$ cat src/rtl/scpd_pkg.sv
`default_nettype none
package scpd_pkg;

  localparam int unsigned BYTE_W    = 8;
  localparam int unsigned CFG_IDX_W = 4;

  // Configuration register indexes
  localparam logic [CFG_IDX_W-1:0] REG_SYNC_FIRST  = 4'd0;
  localparam logic [CFG_IDX_W-1:0] REG_SYNC_SECOND = 4'd1;

  // Reset values of the sync registers
  localparam logic [BYTE_W-1:0] SYNC_FIRST_RST  = 8'h81;
  localparam logic [BYTE_W-1:0] SYNC_SECOND_RST = 8'hA1;

  // Controller -> datapath commands
  typedef struct packed {
    logic store;       // write the accepted word into the payload store and sums
    logic clear;       // clear sums and byte count
    logic start_emit;  // rewind the readout pointer
    logic emit_en;     // readout of the payload store is running
  } cmd_t;

  // Datapath -> controller status
  typedef struct packed {
    logic sync1_hit;
    logic sync2_hit;
    logic data_last;
    logic ck0_hit;
    logic ck1_hit;
    logic emit_done;
  } stat_t;

endpackage
`default_nettype wire

$ cat src/rtl/scpd_if.sv
`default_nettype none
// Received byte channel
interface scpd_rx_if;
  logic                          valid;
  logic                          ready;
  logic [scpd_pkg::BYTE_W-1:0]   rx_byte;
  modport source (output valid, output rx_byte, input ready);
  modport sink   (input valid, input rx_byte, output ready);
endinterface

// Payload output channel
interface scpd_pl_if;
  logic                          valid;
  logic                          ready;
  logic [scpd_pkg::BYTE_W-1:0]   payload_byte;
  logic                          payload_last;
  modport source (output valid, output payload_byte, output payload_last, input ready);
  modport sink   (input valid, input payload_byte, input payload_last, output ready);
endinterface

// Configuration write channel
interface scpd_cfg_if;
  logic                            valid;
  logic                            ready;
  logic [scpd_pkg::CFG_IDX_W-1:0]  index;
  logic [scpd_pkg::BYTE_W-1:0]     data;
  modport source (output valid, output index, output data, input ready);
  modport sink   (input valid, input index, input data, output ready);
endinterface
`default_nettype wire

$ cat src/rtl/scpd_ctrl.sv
`default_nettype none
module scpd_ctrl (
  input  wire logic            clk_i,
  input  wire logic            rst_ni,
  input  wire logic            rx_valid_i,
  output logic                 rx_ready_o,
  input  wire scpd_pkg::stat_t stat_i,
  output scpd_pkg::cmd_t       cmd_o
);

  localparam logic [2:0] ST_IDLE  = 3'd0;
  localparam logic [2:0] ST_SYNC2 = 3'd1;
  localparam logic [2:0] ST_DATA  = 3'd2;
  localparam logic [2:0] ST_CK0   = 3'd3;
  localparam logic [2:0] ST_CK1   = 3'd4;
  localparam logic [2:0] ST_EMIT  = 3'd5;

  logic [2:0] state_q, state_d;
  logic       acc;

  // No words taken while the payload store is read out
  assign rx_ready_o = (state_q != ST_EMIT);
  assign acc        = rx_valid_i && rx_ready_o;

  // Next state and commands
  always_comb begin
    state_d = state_q;
    cmd_o   = '0;
    unique case (state_q)
      ST_IDLE: begin
        if (acc && stat_i.sync1_hit) state_d = ST_SYNC2;
      end
      ST_SYNC2: begin
        if (acc) begin
          cmd_o.clear = 1'b1;
          state_d     = stat_i.sync2_hit ? ST_DATA : ST_IDLE;
        end
      end
      ST_DATA: begin
        if (acc) begin
          cmd_o.store = 1'b1;
          if (stat_i.data_last) state_d = ST_CK0;
        end
      end
      ST_CK0: begin
        if (acc) state_d = stat_i.ck0_hit ? ST_CK1 : ST_IDLE;
      end
      ST_CK1: begin
        if (acc) begin
          if (stat_i.ck1_hit) begin
            cmd_o.start_emit = 1'b1;
            state_d          = ST_EMIT;
          end else begin
            state_d = ST_IDLE;
          end
        end
      end
      ST_EMIT: begin
        cmd_o.emit_en = 1'b1;
        if (stat_i.emit_done) state_d = ST_IDLE;
      end
      default: state_d = ST_IDLE;
    endcase
  end

  always_ff @(posedge clk_i or negedge rst_ni) begin
    if (!rst_ni) begin
      state_q <= ST_IDLE;
    end else begin
      state_q <= state_d;
    end
  end

  // Readout only follows a frame whose second checksum word matched
  assert property (@(posedge clk_i) disable iff (!rst_ni)
    (state_q == ST_EMIT && $past(state_q) != ST_EMIT) |-> $past(stat_i.ck1_hit && acc))
    else $error("readout started without a checksum match");

endmodule
`default_nettype wire

$ cat src/rtl/scpd_dp.sv
`default_nettype none
module scpd_dp #(
  parameter int unsigned PAYLOAD_LEN = 32
) (
  input  wire logic                          clk_i,
  input  wire logic                          rst_ni,
  input  wire logic [scpd_pkg::BYTE_W-1:0]   rx_byte_i,
  input  wire logic                          cfg_we_i,
  input  wire logic [scpd_pkg::CFG_IDX_W-1:0] cfg_index_i,
  input  wire logic [scpd_pkg::BYTE_W-1:0]   cfg_data_i,
  input  wire scpd_pkg::cmd_t                cmd_i,
  output scpd_pkg::stat_t                    stat_o,
  output logic                               pl_valid_o,
  input  wire logic                          pl_ready_i,
  output logic [scpd_pkg::BYTE_W-1:0]        pl_byte_o,
  output logic                               pl_last_o
);

  localparam int unsigned AW = (PAYLOAD_LEN > 1) ? $clog2(PAYLOAD_LEN) : 1;
  localparam int unsigned CW = $clog2(PAYLOAD_LEN + 1);
  localparam logic [CW-1:0] CNT_LEN  = CW'(PAYLOAD_LEN);
  localparam logic [CW-1:0] CNT_LAST = CW'(PAYLOAD_LEN - 1);

  logic [scpd_pkg::BYTE_W-1:0] sync_first_q, sync_second_q;
  logic [scpd_pkg::BYTE_W-1:0] sum_low_q, sum_low_d, sum_high_q, sum_high_d;
  logic [CW-1:0]               wr_cnt_q, wr_cnt_d;
  logic [CW-1:0]               rd_cnt_q, rd_cnt_d;
  logic                        out_valid_q, out_valid_d;
  logic                        out_last_q;
  logic [scpd_pkg::BYTE_W-1:0] out_byte_q;
  logic                        advance, issue;
  logic [scpd_pkg::BYTE_W-1:0] store_mem [PAYLOAD_LEN];

  // Sync registers
  always_ff @(posedge clk_i or negedge rst_ni) begin
    if (!rst_ni) begin
      sync_first_q  <= scpd_pkg::SYNC_FIRST_RST;
      sync_second_q <= scpd_pkg::SYNC_SECOND_RST;
    end else if (cfg_we_i) begin
      if (cfg_index_i == scpd_pkg::REG_SYNC_FIRST)  sync_first_q  <= cfg_data_i;
      if (cfg_index_i == scpd_pkg::REG_SYNC_SECOND) sync_second_q <= cfg_data_i;
    end
  end

  // Running sums and write count
  always_comb begin
    sum_low_d  = sum_low_q;
    sum_high_d = sum_high_q;
    wr_cnt_d   = wr_cnt_q;
    if (cmd_i.clear) begin
      sum_low_d  = '0;
      sum_high_d = '0;
      wr_cnt_d   = '0;
    end else if (cmd_i.store) begin
      sum_low_d  = sum_low_q + rx_byte_i;
      sum_high_d = sum_high_q + sum_low_d;
      wr_cnt_d   = wr_cnt_q + CW'(1);
    end
  end

  // Readout: output register loads when empty or taken
  assign advance     = !out_valid_q || pl_ready_i;
  assign issue       = advance && cmd_i.emit_en && (rd_cnt_q != CNT_LEN);
  assign out_valid_d = advance ? issue : out_valid_q;

  always_comb begin
    rd_cnt_d = rd_cnt_q;
    if (cmd_i.start_emit) rd_cnt_d = '0;
    else if (issue)       rd_cnt_d = rd_cnt_q + CW'(1);
  end

  always_ff @(posedge clk_i or negedge rst_ni) begin
    if (!rst_ni) begin
      sum_low_q   <= '0;
      sum_high_q  <= '0;
      wr_cnt_q    <= '0;
      rd_cnt_q    <= CNT_LEN;
      out_valid_q <= 1'b0;
    end else begin
      sum_low_q   <= sum_low_d;
      sum_high_q  <= sum_high_d;
      wr_cnt_q    <= wr_cnt_d;
      rd_cnt_q    <= rd_cnt_d;
      out_valid_q <= out_valid_d;
    end
  end

  // Payload store, registered read straight into the output register
  always_ff @(posedge clk_i) begin
    if (cmd_i.store) store_mem[wr_cnt_q[AW-1:0]] <= rx_byte_i;
    if (issue) begin
      out_byte_q <= store_mem[rd_cnt_q[AW-1:0]];
      out_last_q <= (rd_cnt_q == CNT_LAST);
    end
  end

  // Status
  assign stat_o.sync1_hit = (rx_byte_i == sync_first_q);
  assign stat_o.sync2_hit = (rx_byte_i == sync_second_q);
  assign stat_o.data_last = (wr_cnt_q == CNT_LAST);
  assign stat_o.ck0_hit   = (rx_byte_i == sum_low_q);
  assign stat_o.ck1_hit   = (rx_byte_i == sum_high_q);
  assign stat_o.emit_done = (rd_cnt_q == CNT_LEN);

  assign pl_valid_o = out_valid_q;
  assign pl_byte_o  = out_byte_q;
  assign pl_last_o  = out_last_q;

  // Store is never written while it is being read out
  assert property (@(posedge clk_i) disable iff (!rst_ni)
    !(cmd_i.store && cmd_i.emit_en))
    else $error("payload store written during readout");

  // Pointers stay within the frame
  assert property (@(posedge clk_i) disable iff (!rst_ni)
    (rd_cnt_q <= CNT_LEN) && (wr_cnt_q <= CNT_LEN))
    else $error("store pointer out of range");

  // A readout word is only issued into a free or drained output register
  assert property (@(posedge clk_i) disable iff (!rst_ni)
    (out_valid_q && !pl_ready_i) |=> $stable(out_byte_q) && $stable(out_last_q))
    else $error("output word overwritten under stall");

endmodule
`default_nettype wire

$ cat src/rtl/sync_checksum_packet_deframer.sv
`default_nettype none
// Sync/checksum packet deframer.
// rx_i takes one received word per accepted handshake. The block hunts for the
// sync_first word, then requires sync_second, stores PAYLOAD_LEN payload words
// while keeping two wrapping 8-bit sums, and compares two checksum words.
// On a match the stored payload leaves on pl_o in order, payload_last on the
// final word; a mismatch drops the frame without output.
// cfg_i writes register 0 (sync_first) or 1 (sync_second); it is always ready.
// Throughput: one rx word per cycle while parsing. After a good frame rx_i
// ready stays low while the store is read out, one word a cycle while the
// receiver is ready, through the single read port of the payload store into
// the output register; the readout pointer is rewound as the second checksum
// word is accepted, then the first payload word is registered. A stalled
// receiver holds the output register and stretches the readout; the last word
// may wait in the output register while the next frame is already taken.
// Reset returns the parser to hunting, clears the sums and loads the sync
// registers with 0x81 and 0xA1; the payload store is not cleared.
module sync_checksum_packet_deframer #(
  parameter int unsigned PAYLOAD_LEN = 32
) (
  input  wire logic   clk_i,
  input  wire logic   rst_ni,
  scpd_rx_if.sink     rx_i,
  scpd_pl_if.source   pl_o,
  scpd_cfg_if.sink    cfg_i
);

  scpd_pkg::cmd_t  cmd;
  scpd_pkg::stat_t stat;
  logic            rx_ready;

  assign rx_i.ready  = rx_ready;
  assign cfg_i.ready = 1'b1;

  scpd_ctrl u_ctrl (
    .clk_i      (clk_i),
    .rst_ni     (rst_ni),
    .rx_valid_i (rx_i.valid),
    .rx_ready_o (rx_ready),
    .stat_i     (stat),
    .cmd_o      (cmd)
  );

  scpd_dp #(
    .PAYLOAD_LEN (PAYLOAD_LEN)
  ) u_dp (
    .clk_i       (clk_i),
    .rst_ni      (rst_ni),
    .rx_byte_i   (rx_i.rx_byte),
    .cfg_we_i    (cfg_i.valid),
    .cfg_index_i (cfg_i.index),
    .cfg_data_i  (cfg_i.data),
    .cmd_i       (cmd),
    .stat_o      (stat),
    .pl_valid_o  (pl_o.valid),
    .pl_ready_i  (pl_o.ready),
    .pl_byte_o   (pl_o.payload_byte),
    .pl_last_o   (pl_o.payload_last)
  );

endmodule
`default_nettype wire
$ cat src/flat_wrapper.sv
// flat-port wrapper written by rule: the top's interface ports become plain ports
module sync_checksum_packet_deframer_flat 
#(
  parameter int unsigned PAYLOAD_LEN = 32
)
  (clk_i, rst_ni, rx_i_valid, rx_i_rx_byte, rx_i_ready, pl_o_valid, pl_o_payload_byte, pl_o_payload_last, pl_o_ready, cfg_i_valid, cfg_i_index, cfg_i_data, cfg_i_ready);
  scpd_rx_if rx_i_i ();
  scpd_pl_if pl_o_i ();
  scpd_cfg_if cfg_i_i ();
  input  wire logic clk_i;
  input  wire logic rst_ni;
  input wire logic [$bits(rx_i_i.valid)-1:0] rx_i_valid;
  input wire logic [$bits(rx_i_i.rx_byte)-1:0] rx_i_rx_byte;
  output wire logic [$bits(rx_i_i.ready)-1:0] rx_i_ready;
  output wire logic [$bits(pl_o_i.valid)-1:0] pl_o_valid;
  output wire logic [$bits(pl_o_i.payload_byte)-1:0] pl_o_payload_byte;
  output wire logic [$bits(pl_o_i.payload_last)-1:0] pl_o_payload_last;
  input wire logic [$bits(pl_o_i.ready)-1:0] pl_o_ready;
  input wire logic [$bits(cfg_i_i.valid)-1:0] cfg_i_valid;
  input wire logic [$bits(cfg_i_i.index)-1:0] cfg_i_index;
  input wire logic [$bits(cfg_i_i.data)-1:0] cfg_i_data;
  output wire logic [$bits(cfg_i_i.ready)-1:0] cfg_i_ready;
  assign rx_i_i.valid = rx_i_valid;
  assign rx_i_i.rx_byte = rx_i_rx_byte;
  assign rx_i_ready = rx_i_i.ready;
  assign pl_o_valid = pl_o_i.valid;
  assign pl_o_payload_byte = pl_o_i.payload_byte;
  assign pl_o_payload_last = pl_o_i.payload_last;
  assign pl_o_i.ready = pl_o_ready;
  assign cfg_i_i.valid = cfg_i_valid;
  assign cfg_i_i.index = cfg_i_index;
  assign cfg_i_i.data = cfg_i_data;
  assign cfg_i_ready = cfg_i_i.ready;
  sync_checksum_packet_deframer #(.PAYLOAD_LEN(PAYLOAD_LEN)) u_core (.clk_i(clk_i), .rst_ni(rst_ni), .rx_i(rx_i_i), .pl_o(pl_o_i), .cfg_i(cfg_i_i));
endmodule
$ cat config.mk
export PLATFORM = sky130hd
export DESIGN_NAME = sync_checksum_packet_deframer_flat
export DESIGN_NICKNAME = d
export VERILOG_FILES = /design/src/rtl/scpd_pkg.sv /design/src/rtl/scpd_if.sv /design/src/rtl/scpd_ctrl.sv /design/src/rtl/scpd_dp.sv /design/src/rtl/sync_checksum_packet_deframer.sv /design/src/flat_wrapper.sv
export SDC_FILE = /design/constraint.sdc
export NUM_CORES = 1
export LEC_CHECK = 0
export BUFFER_PORTS_ARGS = -buffer_cell sky130_fd_sc_hd__buf_2
export CORE_MARGIN = 10
export CORE_UTILIZATION = 45
export CTS_BUF_LIST = sky130_fd_sc_hd__clkbuf_8 sky130_fd_sc_hd__clkbuf_16
export DETAILED_ROUTE_END_ITERATION = 6
export GPL_TIMING_DRIVEN = 1
export PLACE_DENSITY = 0.59
export SLEW_MARGIN = 10
export SYNTH_ARGS = -nofsm -noshare
export SYNTH_HDL_FRONTEND = slang
export SYNTH_SLANG_ARGS = --single-unit
$ cat constraint.sdc
create_clock -name clk_i -period 3.8 [get_ports clk_i]
set_input_delay 0.19 -clock clk_i [delete_from_list [all_inputs] [get_ports clk_i]]
set_output_delay 0.19 -clock clk_i [all_outputs]
set_load 0.1 [all_outputs]
==> flow_metrics.py <==
metrics = {
    "clock_tree": {
        "clockBufferDepth": 3,
        "cts_tree": "done",
        "cts_buffers": 34,
        "clockRootBuffer": "clkbuf_16",
        "postCtsResizedCells": 0,
        "worstSkewPairLatency_ns": 0.52,
        "htreeDepth": 2,
        "post_cts_buffers": 0,
        "clk_pin_slew_worst_paths_ns": 0.06,
        "clkSinkCount": 313,
    },
    "setup_path": {
        "worstPathRequired_ns": 4.19,
        "cp.buffers_inverters": 0,
        "arrival_ns": 3.37,
        "cp-start-kind": "flip-flop",
        "cpLargestDelayFamily": "compound AO/OA/AOI/OAI gates",
        "critPathKind": "flip-flop to flip-flop",
        "crit_top_cell": "a21oi_1",
        "path_max_fanout": 3,
        "worstRegToRegCells": 13,
        "cp-end-kind": "flip-flop",
        "worstPathCellList": "ha_1, fa_1, a21o_1, a21oi_1, o21bai_1, a21oi_1, xnor2_1, ha_1, a21oi_1, o21ai_0, xor2_1, a21oi_1, o22ai_1",
        "critical-path-max-stage-delay_ns": 0.42,
        "crit_slowest_cell": "fa_1",
        "path_depth": 13,
    },
    "sta": {
        "fin_crit_sh_pct": 78.4,
        "finalHoldViolCount": 0,
        "drv_slew": 0,
        "max_freq_ghz": 0.336,
        "finalCriticalPeriod_ns": 2.98,
        "skew_ns": 0.0229,
        "worstMarginPinSlew_ns": 0.904,
        "fin_tns_setup_ns": 0,
        "rsz0062_at_grt": "no",
        "setup_viol": 0,
        "fin_ws_ns": 0.820,
        "slew-limit-headroom_pct": 39.5,
    },
    "pwr": {
        "p_sw_w": 0.00265,
        "power.internal_w": 0.00698,
        "power_frac_comb_pct": 23.7,
        "cellPowerDensity_nw_per_um2": 645,
        "p_clk_share_pct": 33.7,
        "power_w": 0.00963,
        "power.leakage_nw": 5.12,
        "netSwitchingFraction_pct": 27.5,
        "sequentialPowerShare_pct": 42.6,
        "ir_drop_mv": 0.351,
    },
    "floorplanning": {
        "row_count": 62,
        "die_y_um": 190,
        "core_region_area_um2": 28600,
        "pin_count": 37,
        "initial_utilization_pct": 45.5,
        "die_w_um": 190,
        "dieArea_um2": 36200,
    },
    "routing": {
        "drc": 0,
        "num_vias": 6603,
        "post_drt_wl_per_cell_um": 24.1,
        "drt_wl_total_um": 28500,
        "drtAntennaViolNets": 0,
        "vias_per_cell": 5.59,
        "firstDrtPassIters": 5,
        "drt_iter0_drc": 495,
    },
    "synthesis": {
        "synth_top_area_share_pct": 61.1,
        "synth.avg_cell_area_um2": 18.6,
        "synth_cell_types": 45,
        "synth_warnings": 0,
        "yosysTopAreaCell": "edfxtp_1",
        "synth_most_common_cell": "edfxtp_1",
        "synth_area_leaders": "edfxtp_1 61%, mux4_2 14%, dfrtp_1 8.1%",
        "synth_area_um2": 13000,
        "synthArstFlopShare_pct": 15.3,
        "synth_flop_cell": "edfxtp_1",
        "synthTopCellsByCount": "265 x edfxtp_1, 80 x mux4_2, 57 x nor2_1, 42 x dfrtp_1, 24 x mux2_2",
        "yosysSeqAreaShare_pct": 70.3,
        "netlist_instances": 702,
        "ys_ff_latch": 313,
        "synth-edff-count": 265,
        "syn-num-nets": 749,
    },
    "hold_path": {
        "hold_depth": 4,
        "hold_class": "primary input to flip-flop",
    },
    "grt": {
        "track_usage_pct": 16.1,
        "grt_start_max_net_pins": 46,
        "antenna_found_initial": 0,
        "grt_pass1_wl_um": 44000,
        "overflow": 0,
        "grt_pass1_vias": 6987,
    },
    "status": {
        "outcome": "complete, no violations",
    },
    "final_layout": {
        "postLayoutCoreUtil_pct": 52.2,
        "design_area_um2": 14900,
        "drive_gt1_share_pct": 27.0,
        "syn_to_final_growth_pct": 14.6,
        "fin_nets": 818,
        "antennaDiodeCount": 0,
    },
    "placed_design": {
        "numPortBuffers": 35,
        "gp_congestion": 0.817,
        "dpl_cell_area_um2": 13700,
        "dpl.hpwl_um": 18700,
        "place_ws_ns": 0.845,
    },
    "run": {
        "maxCapViolations": 0,
    },
}
[kinds of logic (layout without fill, tap and decap cells)]
logic type	after synthesis	count (layout)	share of synthesized area, %
compound gates	53	53	2.62
xor+xnor	43	43	2.89
fa+ha+maj	22	22	2.23
buf+inv	42	137	1.51
flops	313	313	70.3
mux	105	105	16.0
other cells	1	1	0.0288
simple gates	123	123	4.43
[placed cells by master, fill, tap and decap left out, types with 2 or more instances in the layout]
cell type      count
nand2_1           23
nand4_1            8
inv_6              2
clkinv_2           2
xnor2_1           21
buf_12             2
buf_2             35
edfxtp_1         265
dfrtp_1           40
mux4_2            80
a31oi_1            2
clkbuf_16         34
a22o_1            11
ha_1              20
mux2_2            24
nand4b_1           3
nand2b_1           3
clkinv_1           8
a21oi_1           14
o21ai_0           12
nand3_1            5
buf_4             16
xor2_1            22
dfstp_2            6
nor3_1             7
or2_2              2
or3_1              3
o22ai_1            2
fa_1               2
nor2b_1            3
nor2_1            56
dlygate4sd3_1     10
inv_1             22
a21o_1             6
nor4_1             3
o211ai_1           2
bufinv_16          5
[flip-flops by register name (all words and copies together), names as in the netlist, 6 cells and up]
register and cells:
u_core.u_dp.rd_cnt_q 6, u_core.u_dp.pl_byte_o 8, u_core.u_dp.wr_cnt_q 6, u_core.u_dp.sync_first_q 8, u_core.u_dp.sync_second_q 8, u_core.u_dp.sum_high_q 8
u_core.u_dp.sum_low_q 8, u_core.u_dp.store_mem 256
[path summary, 6_finish.rpt]
path                            slack [ns]                startpoint                   endpoint
worst max register to register        0.82  u_core.u_dp.sum_low_q[0]  u_core.u_dp.sum_high_q[7]
worst max-delay path                  0.82  u_core.u_dp.sum_low_q[0]  u_core.u_dp.sum_high_q[7]
min in group asynchronous             0.24                    rst_ni  u_core.u_dp.sum_high_q[1]
worst min register to register        0.50  u_core.u_dp.sum_low_q[5]   u_core.u_dp.sum_low_q[5]
max in group asynchronous             2.76                    rst_ni    u_core.u_dp.rd_cnt_q[5]
worst min-delay path                  0.13                rx_i_valid    u_core.u_dp.rd_cnt_q[2]
[worst min-delay path, stage by stage]
cell,delay (ns)
buf_2,0.13
nand2_1,0.06
nor2_1,0.11
nor2_1,0.12
[through the flow]
| stage | hold WS [ns] | cells |
|---|---|---|
| 3_3_place_gp | 0.256 | 1109 |
| 2_1_floorplan | -0.106 | 702 |
| 6_report | 0.132 | 1181 |
| 3_5_place_dp | 0.265 | 1109 |
| 4_1_cts | 0.113 | 1181 |
| 5_1_grt | 0.131 | 1181 |
[power groups by stage]
stage / sequential, W / combinational, W / clock [W]
after detailed placement: 0.00418 / 0.00230 / 0
after CTS: 0.00411 / 0.00232 / 0.00331
after global placement: 0.00417 / 0.00228 / 0
final: 0.00410 / 0.00228 / 0.00325
after floorplan: 0.00417 / 0.00165 / 0
after global routing: 0.00413 / 0.00243 / 0.00346
[layer usage]
layer / share of wire [%] / GRT usage, % / up-vias
li1: - / - / 2923
met1: 45 / 22.6 / 3475
met2: 48 / 25.5 / 174
met3: 5.4 / 2.89 / 31
met4: 1.6 / 4.24 / 0
met5: 0 / 0 / -
[area by class of cell]
cell class / count / area [µm²]
clock inverter: 28 / 262
inverter: 12 / 45.0
tap: 384 / 480
clock buffer: 34 / 851
sequential: 313 / 9170
timing repair buffer: 63 / 435
fill: 2265 / 13700
multi-input combinational: 347 / 3690
[what timing repair did]
item / CTS / global route
endpoints found under the setup margin: 0 / 0
hold endpoints to repair: 40 / 0
hold buffers: 10 / 0
(Power assumes the default switching activity.)
